===== config.mk =====
export PLATFORM = sky130hd
export DESIGN_NAME = escape_sequence_decoder
export DESIGN_NICKNAME = d
export VERILOG_FILES = /design/src/rtl/esd_pkg.sv /design/src/rtl/esd_decode.sv /design/src/rtl/esd_fifo.sv /design/src/rtl/escape_sequence_decoder.sv
export VERILOG_INCLUDE_DIRS = /design/src /design/src/rtl
export SDC_FILE = /design/constraint.sdc
export NUM_CORES = 1
export LEC_CHECK = 0
export BUFFER_PORTS_ARGS = -buffer_cell sky130_fd_sc_hd__buf_2
export CORE_MARGIN = 1.5
export CORE_UTILIZATION = 46
export CTS_BUF_LIST = sky130_fd_sc_hd__clkbuf_2 sky130_fd_sc_hd__clkbuf_4 sky130_fd_sc_hd__clkbuf_8
export CTS_CLUSTER_SIZE = 8
export DETAILED_ROUTE_END_ITERATION = 10
export GPL_TIMING_DRIVEN = 0
export PLACE_DENSITY_LB_ADDON = 0.05
export SLEW_MARGIN = 20
export SYNTH_ARGS = -nofsm -noshare
export SYNTH_HDL_FRONTEND = slang
export SYNTH_HIERARCHICAL = 1
export SYNTH_SLANG_ARGS = --single-unit
export TNS_END_PERCENT = 5

===== constraint.sdc =====
create_clock -name clk -period 6.99 [get_ports clk]
set_input_delay 0 -clock clk [delete_from_list [all_inputs] [get_ports clk]]
set_output_delay 0 -clock clk [all_outputs]
set_load 0.005 [all_outputs]

===== src/rtl/escape_sequence_decoder_defines.svh =====
// Assertion macros used by the decoder top level.
`ifndef ESCAPE_SEQUENCE_DECODER_DEFINES_SVH
`define ESCAPE_SEQUENCE_DECODER_DEFINES_SVH

`ifndef ASSERT_OFF
`define ESD_ASSERT_IMPL(lbl, ante, cons) \
  lbl: assert property (@(posedge clk) disable iff (!rst_n) (ante) |-> (cons)) \
    else $error("escape decoder implication check failed");
`define ESD_ASSERT_NEXT(lbl, ante, cons) \
  lbl: assert property (@(posedge clk) disable iff (!rst_n) (ante) |=> (cons)) \
    else $error("escape decoder next-cycle check failed");
`define ESD_ASSERT_NEVER(lbl, cond) \
  lbl: assert property (@(posedge clk) disable iff (!rst_n) !(cond)) \
    else $error("escape decoder forbidden condition seen");
`else
`define ESD_ASSERT_IMPL(lbl, ante, cons)
`define ESD_ASSERT_NEXT(lbl, ante, cons)
`define ESD_ASSERT_NEVER(lbl, cond)
`endif

`endif


===== src/rtl/esd_pkg.sv =====
package esd_pkg;

  localparam int MAX_RES    = 3;
  localparam int FIFO_DEPTH = 8;
  localparam int PTR_W      = $clog2(FIFO_DEPTH);
  localparam int LVL_W      = PTR_W + 1;

  localparam logic [7:0] DIGIT_BASE = 8'd48;
  localparam logic [7:0] CH_BSLASH  = 8'h5C;
  localparam logic [7:0] CH_SLASH   = 8'h2F;
  localparam logic [7:0] CH_QUOTE   = 8'h22;
  localparam logic [7:0] CH_ZERO    = 8'h30;
  localparam logic [7:0] CH_ONE     = 8'h31;
  localparam logic [7:0] CH_NINE    = 8'h39;
  localparam logic [7:0] CH_A       = 8'h61;
  localparam logic [7:0] CH_B       = 8'h62;
  localparam logic [7:0] CH_F       = 8'h66;
  localparam logic [7:0] CH_N       = 8'h6E;
  localparam logic [7:0] CH_R       = 8'h72;
  localparam logic [7:0] CH_T       = 8'h74;
  localparam logic [7:0] CH_U       = 8'h75;
  localparam logic [7:0] CH_V       = 8'h76;
  localparam logic [7:0] CTL_BEL    = 8'd7;
  localparam logic [7:0] CTL_BS     = 8'd8;
  localparam logic [7:0] CTL_TAB    = 8'd9;
  localparam logic [7:0] CTL_LF     = 8'd10;
  localparam logic [7:0] CTL_VT     = 8'd11;
  localparam logic [7:0] CTL_FF     = 8'd12;
  localparam logic [7:0] CTL_CR     = 8'd13;
  localparam logic [2:0] UESC_RAW   = 3'd5;

  typedef enum logic [2:0] {
    MODE_IDLE = 3'd0,
    MODE_ESC  = 3'd1,
    MODE_ONE  = 3'd2,
    MODE_TWO  = 3'd3,
    MODE_PASS = 3'd4
  } mode_t;

  // Up to three result bytes produced by one input byte.
  typedef struct packed {
    logic [1:0]       cnt;
    logic             last;
    logic [2:0][7:0]  data;
  } res_t;

  typedef struct packed {
    logic [LVL_W-1:0] level;
    logic             room;
  } fifo_stat_t;

  function automatic res_t put(res_t r, logic [7:0] b);
    res_t q;
    q = r;
    unique case (r.cnt)
      2'd0: begin
        q.data[0] = b;
        q.cnt = 2'd1;
      end
      2'd1: begin
        q.data[1] = b;
        q.cnt = 2'd2;
      end
      2'd2: begin
        q.data[2] = b;
        q.cnt = 2'd3;
      end
      default: begin
        q.cnt = r.cnt;
      end
    endcase
    return q;
  endfunction

endpackage


===== src/rtl/esd_decode.sv =====
module esd_decode import esd_pkg::*; (
  input  logic       clk,
  input  logic       rst_n,
  input  logic       item_v,
  input  logic [7:0] item_byte,
  input  logic       item_last,
  output res_t       res
);

  mode_t      mode_r, mode_nxt;
  logic [3:0] first_digit_r, first_digit_nxt;
  logic [3:0] second_digit_r, second_digit_nxt;
  logic [2:0] pass_left_r, pass_left_nxt;

  logic       is_digit;
  logic [3:0] digit;
  logic [7:0] octal_val;
  logic [7:0] held_char;
  res_t       r;

  assign is_digit  = (item_byte >= CH_ZERO) && (item_byte <= CH_NINE);
  assign digit     = item_byte[3:0];
  assign octal_val = {first_digit_r[1:0], 6'd0} + {1'b0, second_digit_r, 3'd0}
                     + {4'd0, digit};
  assign held_char = DIGIT_BASE + {4'd0, second_digit_r};

  always_comb begin
    r                = '0;
    mode_nxt         = mode_r;
    first_digit_nxt  = first_digit_r;
    second_digit_nxt = second_digit_r;
    pass_left_nxt    = pass_left_r;

    unique case (mode_r)
      MODE_ESC: begin
        mode_nxt = MODE_IDLE;
        unique case (item_byte)
          CH_SLASH:  r = put(r, CH_SLASH);
          CH_QUOTE:  r = put(r, CH_QUOTE);
          CH_A:      r = put(r, CTL_BEL);
          CH_B:      r = put(r, CTL_BS);
          CH_F:      r = put(r, CTL_FF);
          CH_N:      r = put(r, CTL_LF);
          CH_R:      r = put(r, CTL_CR);
          CH_T:      r = put(r, CTL_TAB);
          CH_V:      r = put(r, CTL_VT);
          CH_BSLASH: r = put(r, CH_BSLASH);
          CH_ZERO, CH_ONE: begin
            first_digit_nxt = digit;
            mode_nxt        = MODE_ONE;
          end
          CH_U: begin
            r             = put(r, CH_BSLASH);
            r             = put(r, CH_U);
            pass_left_nxt = UESC_RAW;
            mode_nxt      = MODE_PASS;
          end
          default: begin
            r = put(r, CH_BSLASH);
            r = put(r, item_byte);
          end
        endcase
      end
      MODE_ONE: begin
        if (is_digit) begin
          second_digit_nxt = digit;
          mode_nxt         = MODE_TWO;
        end else begin
          // Malformed escape: the held 0 or 1 is dropped.
          r = put(r, CH_BSLASH);
          if (item_byte == CH_BSLASH) begin
            mode_nxt = MODE_ESC;
          end else begin
            mode_nxt = MODE_IDLE;
            r = put(r, item_byte);
          end
        end
      end
      MODE_TWO: begin
        if (is_digit) begin
          r        = put(r, octal_val);
          mode_nxt = MODE_IDLE;
        end else begin
          r = put(r, CH_BSLASH);
          r = put(r, held_char);
          if (item_byte == CH_BSLASH) begin
            mode_nxt = MODE_ESC;
          end else begin
            mode_nxt = MODE_IDLE;
            r = put(r, item_byte);
          end
        end
      end
      MODE_PASS: begin
        r             = put(r, item_byte);
        pass_left_nxt = pass_left_r - 3'd1;
        if (pass_left_nxt == 3'd0) begin
          mode_nxt = MODE_IDLE;
        end
      end
      default: begin
        if (item_byte == CH_BSLASH) begin
          mode_nxt = MODE_ESC;
        end else begin
          mode_nxt = MODE_IDLE;
          r = put(r, item_byte);
        end
      end
    endcase

    if (item_last) begin
      // Flush whatever escape is still open, then start the next string clean.
      if (mode_nxt == MODE_ESC || mode_nxt == MODE_ONE) begin
        r = put(r, CH_BSLASH);
      end else if (mode_nxt == MODE_TWO) begin
        r = put(r, CH_BSLASH);
        r = put(r, DIGIT_BASE + {4'd0, second_digit_nxt});
      end
      mode_nxt         = MODE_IDLE;
      first_digit_nxt  = 4'd0;
      second_digit_nxt = 4'd0;
      pass_left_nxt    = 3'd0;
    end

    r.last = item_last;
    if (!item_v) begin
      r.cnt = 2'd0;
    end
    res = r;
  end

  always_ff @(posedge clk) begin
    if (!rst_n) begin
      mode_r         <= MODE_IDLE;
      first_digit_r  <= 4'd0;
      second_digit_r <= 4'd0;
      pass_left_r    <= 3'd0;
    end else if (item_v) begin
      mode_r         <= mode_nxt;
      first_digit_r  <= first_digit_nxt;
      second_digit_r <= second_digit_nxt;
      pass_left_r    <= pass_left_nxt;
    end
  end

endmodule


===== src/rtl/esd_fifo.sv =====
module esd_fifo import esd_pkg::*; (
  input  logic       clk,
  input  logic       rst_n,
  input  res_t       res,
  output fifo_stat_t stat,
  output logic       out_valid,
  input  logic       out_stall,
  output logic [7:0] out_byte,
  output logic       out_last
);

  logic [7:0]       data_r [FIFO_DEPTH];
  logic             last_r [FIFO_DEPTH];
  logic [PTR_W-1:0] wr_ptr_r, wr_ptr_nxt;
  logic [PTR_W-1:0] rd_ptr_r, rd_ptr_nxt;
  logic [LVL_W-1:0] level_r, level_nxt;
  logic             pop;

  assign out_valid = (level_r != '0);
  assign out_byte  = data_r[rd_ptr_r];
  assign out_last  = last_r[rd_ptr_r];
  assign pop       = out_valid && !out_stall;

  assign wr_ptr_nxt = wr_ptr_r + PTR_W'(res.cnt);
  assign rd_ptr_nxt = rd_ptr_r + PTR_W'(pop);
  assign level_nxt  = level_r + LVL_W'(res.cnt) - LVL_W'(pop);

  // Room for two full beats: the one in the decode register and one more.
  assign stat.level = level_r;
  assign stat.room  = (level_r <= LVL_W'(FIFO_DEPTH - 2 * MAX_RES));

  always_ff @(posedge clk) begin
    if (!rst_n) begin
      wr_ptr_r <= '0;
      rd_ptr_r <= '0;
      level_r  <= '0;
    end else begin
      wr_ptr_r <= wr_ptr_nxt;
      rd_ptr_r <= rd_ptr_nxt;
      level_r  <= level_nxt;
    end
  end

  always_ff @(posedge clk) begin
    for (int k = 0; k < MAX_RES; k++) begin
      if (2'(k) < res.cnt) begin
        data_r[wr_ptr_r + PTR_W'(k)] <= res.data[k];
        last_r[wr_ptr_r + PTR_W'(k)] <= res.last && (2'(k + 1) == res.cnt);
      end
    end
  end

endmodule


===== src/rtl/escape_sequence_decoder.sv =====
// Escaped-string decoder. Raw bytes of a C-style escaped string enter on the
// in_ channel, one beat per byte, with in_last on the final byte. Unescaped
// bytes leave on the out_ channel, with out_last on the final byte that the
// string's last input produces; a string whose last input yields nothing
// gives no out_last beat.
// Both channels use valid/stall: a beat moves when valid is high and stall
// is low. One input byte is taken every cycle while in_stall is low. An
// accepted byte is held in the input register, is decoded in one pass and
// its 0 to 3 result bytes go into an 8-entry output queue that feeds out_.
// When the receiver stalls, the queue fills and in_stall rises once fewer
// than six entries are free, so that a multi-byte escape never overruns it.
// Sustained throughput is one input byte per cycle when each byte yields at
// most one result and the output side takes one byte per cycle.
// Reset (rst_n low, synchronous) empties the queue and returns the decoder
// to idle with no escape pending.
module escape_sequence_decoder import esd_pkg::*; (
  input  logic       clk,
  input  logic       rst_n,
  input  logic       in_valid,
  output logic       in_stall,
  input  logic [7:0] in_byte,
  input  logic       in_last,
  output logic       out_valid,
  input  logic       out_stall,
  output logic [7:0] out_byte,
  output logic       out_last
);

`include "escape_sequence_decoder_defines.svh"

  logic       item_v_r, item_v_nxt;
  logic [7:0] item_byte_r;
  logic       item_last_r;
  res_t       res;
  fifo_stat_t stat;

  assign in_stall   = !stat.room;
  assign item_v_nxt = in_valid && !in_stall;

  always_ff @(posedge clk) begin
    if (!rst_n) begin
      item_v_r <= 1'b0;
    end else begin
      item_v_r <= item_v_nxt;
    end
  end

  always_ff @(posedge clk) begin
    if (item_v_nxt) begin
      item_byte_r <= in_byte;
      item_last_r <= in_last;
    end
  end

  esd_decode u_decode (
    .clk       (clk),
    .rst_n     (rst_n),
    .item_v    (item_v_r),
    .item_byte (item_byte_r),
    .item_last (item_last_r),
    .res       (res)
  );

  esd_fifo u_fifo (
    .clk       (clk),
    .rst_n     (rst_n),
    .res       (res),
    .stat      (stat),
    .out_valid (out_valid),
    .out_stall (out_stall),
    .out_byte  (out_byte),
    .out_last  (out_last)
  );

  `ESD_ASSERT_NEVER(a_level_bound, stat.level > LVL_W'(FIFO_DEPTH))
  `ESD_ASSERT_IMPL(a_push_fits, item_v_r, stat.level <= LVL_W'(FIFO_DEPTH - MAX_RES))
  `ESD_ASSERT_NEXT(a_accept_loads, in_valid && !in_stall, item_v_r)
  `ESD_ASSERT_IMPL(a_idle_no_push, !item_v_r, res.cnt == 2'd0)

endmodule


==> metrics.cfg <==
[outcome]
status = complete, no violations

[routing]
drtAntennaViolNets = 0
drt-total-wl_um = 26300
drt-wirelength-per-cell_um = 24.1
drtIter0Drc = 799
first_pass_iters = 6
vias = 7132
vias_per_cell = 6.53
drc = 0

[floorplanning]
fp.dieArea_um2 = 17100
io_pins = 24
rows = 46
die_h_um = 131
start_util = 0.472
core_region_area_um2 = 15900
fp.dieW_um = 131

[yosys]
synth_top_flop_cell = edfxtp_1
syn_nets = 852
synth-seq-cells = 104
netlist_instances = 823
synth_seq_area_share = 0.385
syn_area_per_cell_um2 = 9.14
async_reset_ff_frac = 0
syn_area_um2 = 7520
synth-edff-count = 81
ys_types = 73
ys_warn_count = 6

[worst_setup_path]
critical_path.slowest_cell = o22ai_1
path_class = reg2reg
crit_chain = clkbuf_1 > nor4bb_1 > o21ai_0 > nor2_1 > o31a_1 > o21ai_4 > a31oi_1 > clkbuf_1 > a21o_1 > o21ai_0 > o22ai_1
required_ns = 7.00
critPathMaxFanout = 10
end_kind = flip-flop
arrival_ns = 5.27
crit_path_start_kind = flip-flop
slowest_delay_ns = 1.03

[grt]
grt_first_pass_wirelength_um = 39900
grt_overflow = 0
grt_pass1_vias = 6694
antenna_found_initial = 0
grt_max_degree = 18
grt_use_total = 0.314

[sta]
fin_crit_ns = 5.26
fin_setup_tns_ns = 0
whs_ns = 0.321
hold_violations = 0
grt_setup_unrepaired = false
skew_ns = 0.0101
period_share = 0.753
setup-violations-final = 0
timing.fmax_mhz = 190
tightest_slew_ns = 1.18
report.final.slew_viol_count = 0
max_slew_margin = 0.216

[layout]
area_growth_pct = 9.97
drive_gt1_frac = 0.137
antenna-diode-count = 0
nets = 900
final_common_cell = nand2_1
layout_common_cells = 85 x nand2_1, 84 x o21ai_0, 81 x edfxtp_1

[placed_design]
port_buffers = 23
routabilityCongestion = 0.975
dpl.hpwl_um = 20300

[pwr]
leakagePower_nw = 2.65
cellPowerDensity_nw_per_um2 = 221
max-vdd-ir-drop_mv = 0.192

[cts]
cts.clk_slew.worst_paths_ns = 0.10
clk_latency_ns = 0.39
root_buffer = clkbuf_8
cts_buffers = 9
clkSinkCount = 104
htree_levels = 3
clockBufferDepth = 2
cts_tree = yes

[run]
drv_cap = 0

[hold_path]
hold_path.class = in2reg

[cell usage after synthesis (12+ instances only)]
master / count / share of area
nand2_1: 85 / 0.042
o21ai_0: 85 / 0.057
edfxtp_1: 81 / 0.32
nor3_1: 79 / 0.053
a31oi_1: 68 / 0.057
clkbuf_1: 48 / 0.024
nor2_1: 30 / 0.015
dfxtp_1: 23 / 0.061
inv_1: 23 / 0.011
buf_2: 22 / 0.015
buf_1: 19 / 0.0095
mux4_2: 18 / 0.054
nor2b_1: 17 / 0.014
and4b_1: 16 / 0.021
ha_1: 14 / 0.023
a21oi_1: 12 / 0.0080
[per-layer routing]
metal,wire length (um),up-vias,track usage
met4,841,0,0.129
met1,10800,3445,0.404
met5,0,-,0
met2,12700,409,0.531
li1,-,3215,-
met3,1980,63,0.0468
[state kept, by name (all words and copies together), names as in the netlist]
register	count
u_fifo/data_r	64
item_last_r	1
u_decode/first_digit_r	2
u_fifo/last_r	8
item_v_r	1
u_decode/pass_left_r	3
u_fifo/level_r	4
u_fifo/rd_ptr_r	3
u_fifo/wr_ptr_r	3
u_decode/mode_r	3
item_byte_r	8
u_decode/second_digit_r	4
[worst paths after layout]
path	from	cells past startpoint	slack, ns	endpoint
hold / removal	in_byte[3]	2	0.32	item_byte_r[3]
setup / recovery	item_byte_r[7]	11	1.73	u_fifo/data_r[7][4]
hold reg to reg	u_decode/pass_left_r[2]	2	0.47	u_decode/pass_left_r[2]
setup reg to reg	item_byte_r[7]	11	1.73	u_fifo/data_r[7][4]
[cell type report]
type                       instances  area [um^2]
clock buffer                       9          124
fill                            1544         7670
buffer                            93          395
multi-input combinational        603         4180
clock inverter                     7         71.3
timing repair buffer              37          253
sequential                       104         2890
inverter                          23         86.3
tap                              216          270
[cells by family (layout without fill, tap and decap cells)]
| kind of cell | Yosys count | count (layout) | share of synthesized area |
|---|---|---|---|
| AO/OA/AOI/OAI | 229 | 229 | 0.192 |
| XOR/XNOR | 11 | 11 | 0.0163 |
| adder cells (fa/ha/maj) | 17 | 17 | 0.0301 |
| buffers and inverters | 116 | 169 | 0.0641 |
| flip-flops | 104 | 104 | 0.385 |
| multiplexers | 30 | 30 | 0.0714 |
| AND/OR/NAND/NOR | 316 | 316 | 0.241 |
[what timing repair did]
| item | CTS | global route |
|---|---|---|
| hold buffers | 13 | 0 |
| buffers inserted | 0 | 0 |
| endpoints found under the hold margin | 18 | 0 |
| resized for setup | 0 | 0 |
[worst max-delay path: cells and delay by family, from the launching register on]
family	cells	cell delay [ns]
AO/OA/AOI/OAI	7	3.01
AND/OR/NAND/NOR	2	0.78
buffers and inverters	2	0.69
flip-flops	1	0.40
[stage by stage]
stage | util | worst slack, ns | total power (W) | std cells | cell area, um^2
after floorplan | - | 3.29 | 0.00123 | 823 | 7520
after global placement | 0.496 | 2.03 | 0.00142 | 1062 | 7900
after detailed placement | 0.496 | 1.94 | 0.00144 | 1062 | 7910
after CTS | 0.517 | 1.90 | 0.00183 | 1091 | 8240
after global routing | 0.519 | 1.60 | 0.00193 | 1092 | 8270
final | 0.519 | 1.73 | 0.00183 | 1092 | 8270
[power by group]
| part | total, W | internal, W | leakage [nW] | switching [W] |
|---|---|---|---|---|
| Clock | 0.000386 | 0.000166 | 0.0949 | 0.000220 |
| Combinational | 0.000675 | 0.000277 | 1.63 | 0.000398 |
| Sequential | 0.000768 | 0.000737 | 0.923 | 0.0000315 |
(Power assumes the default switching activity.)
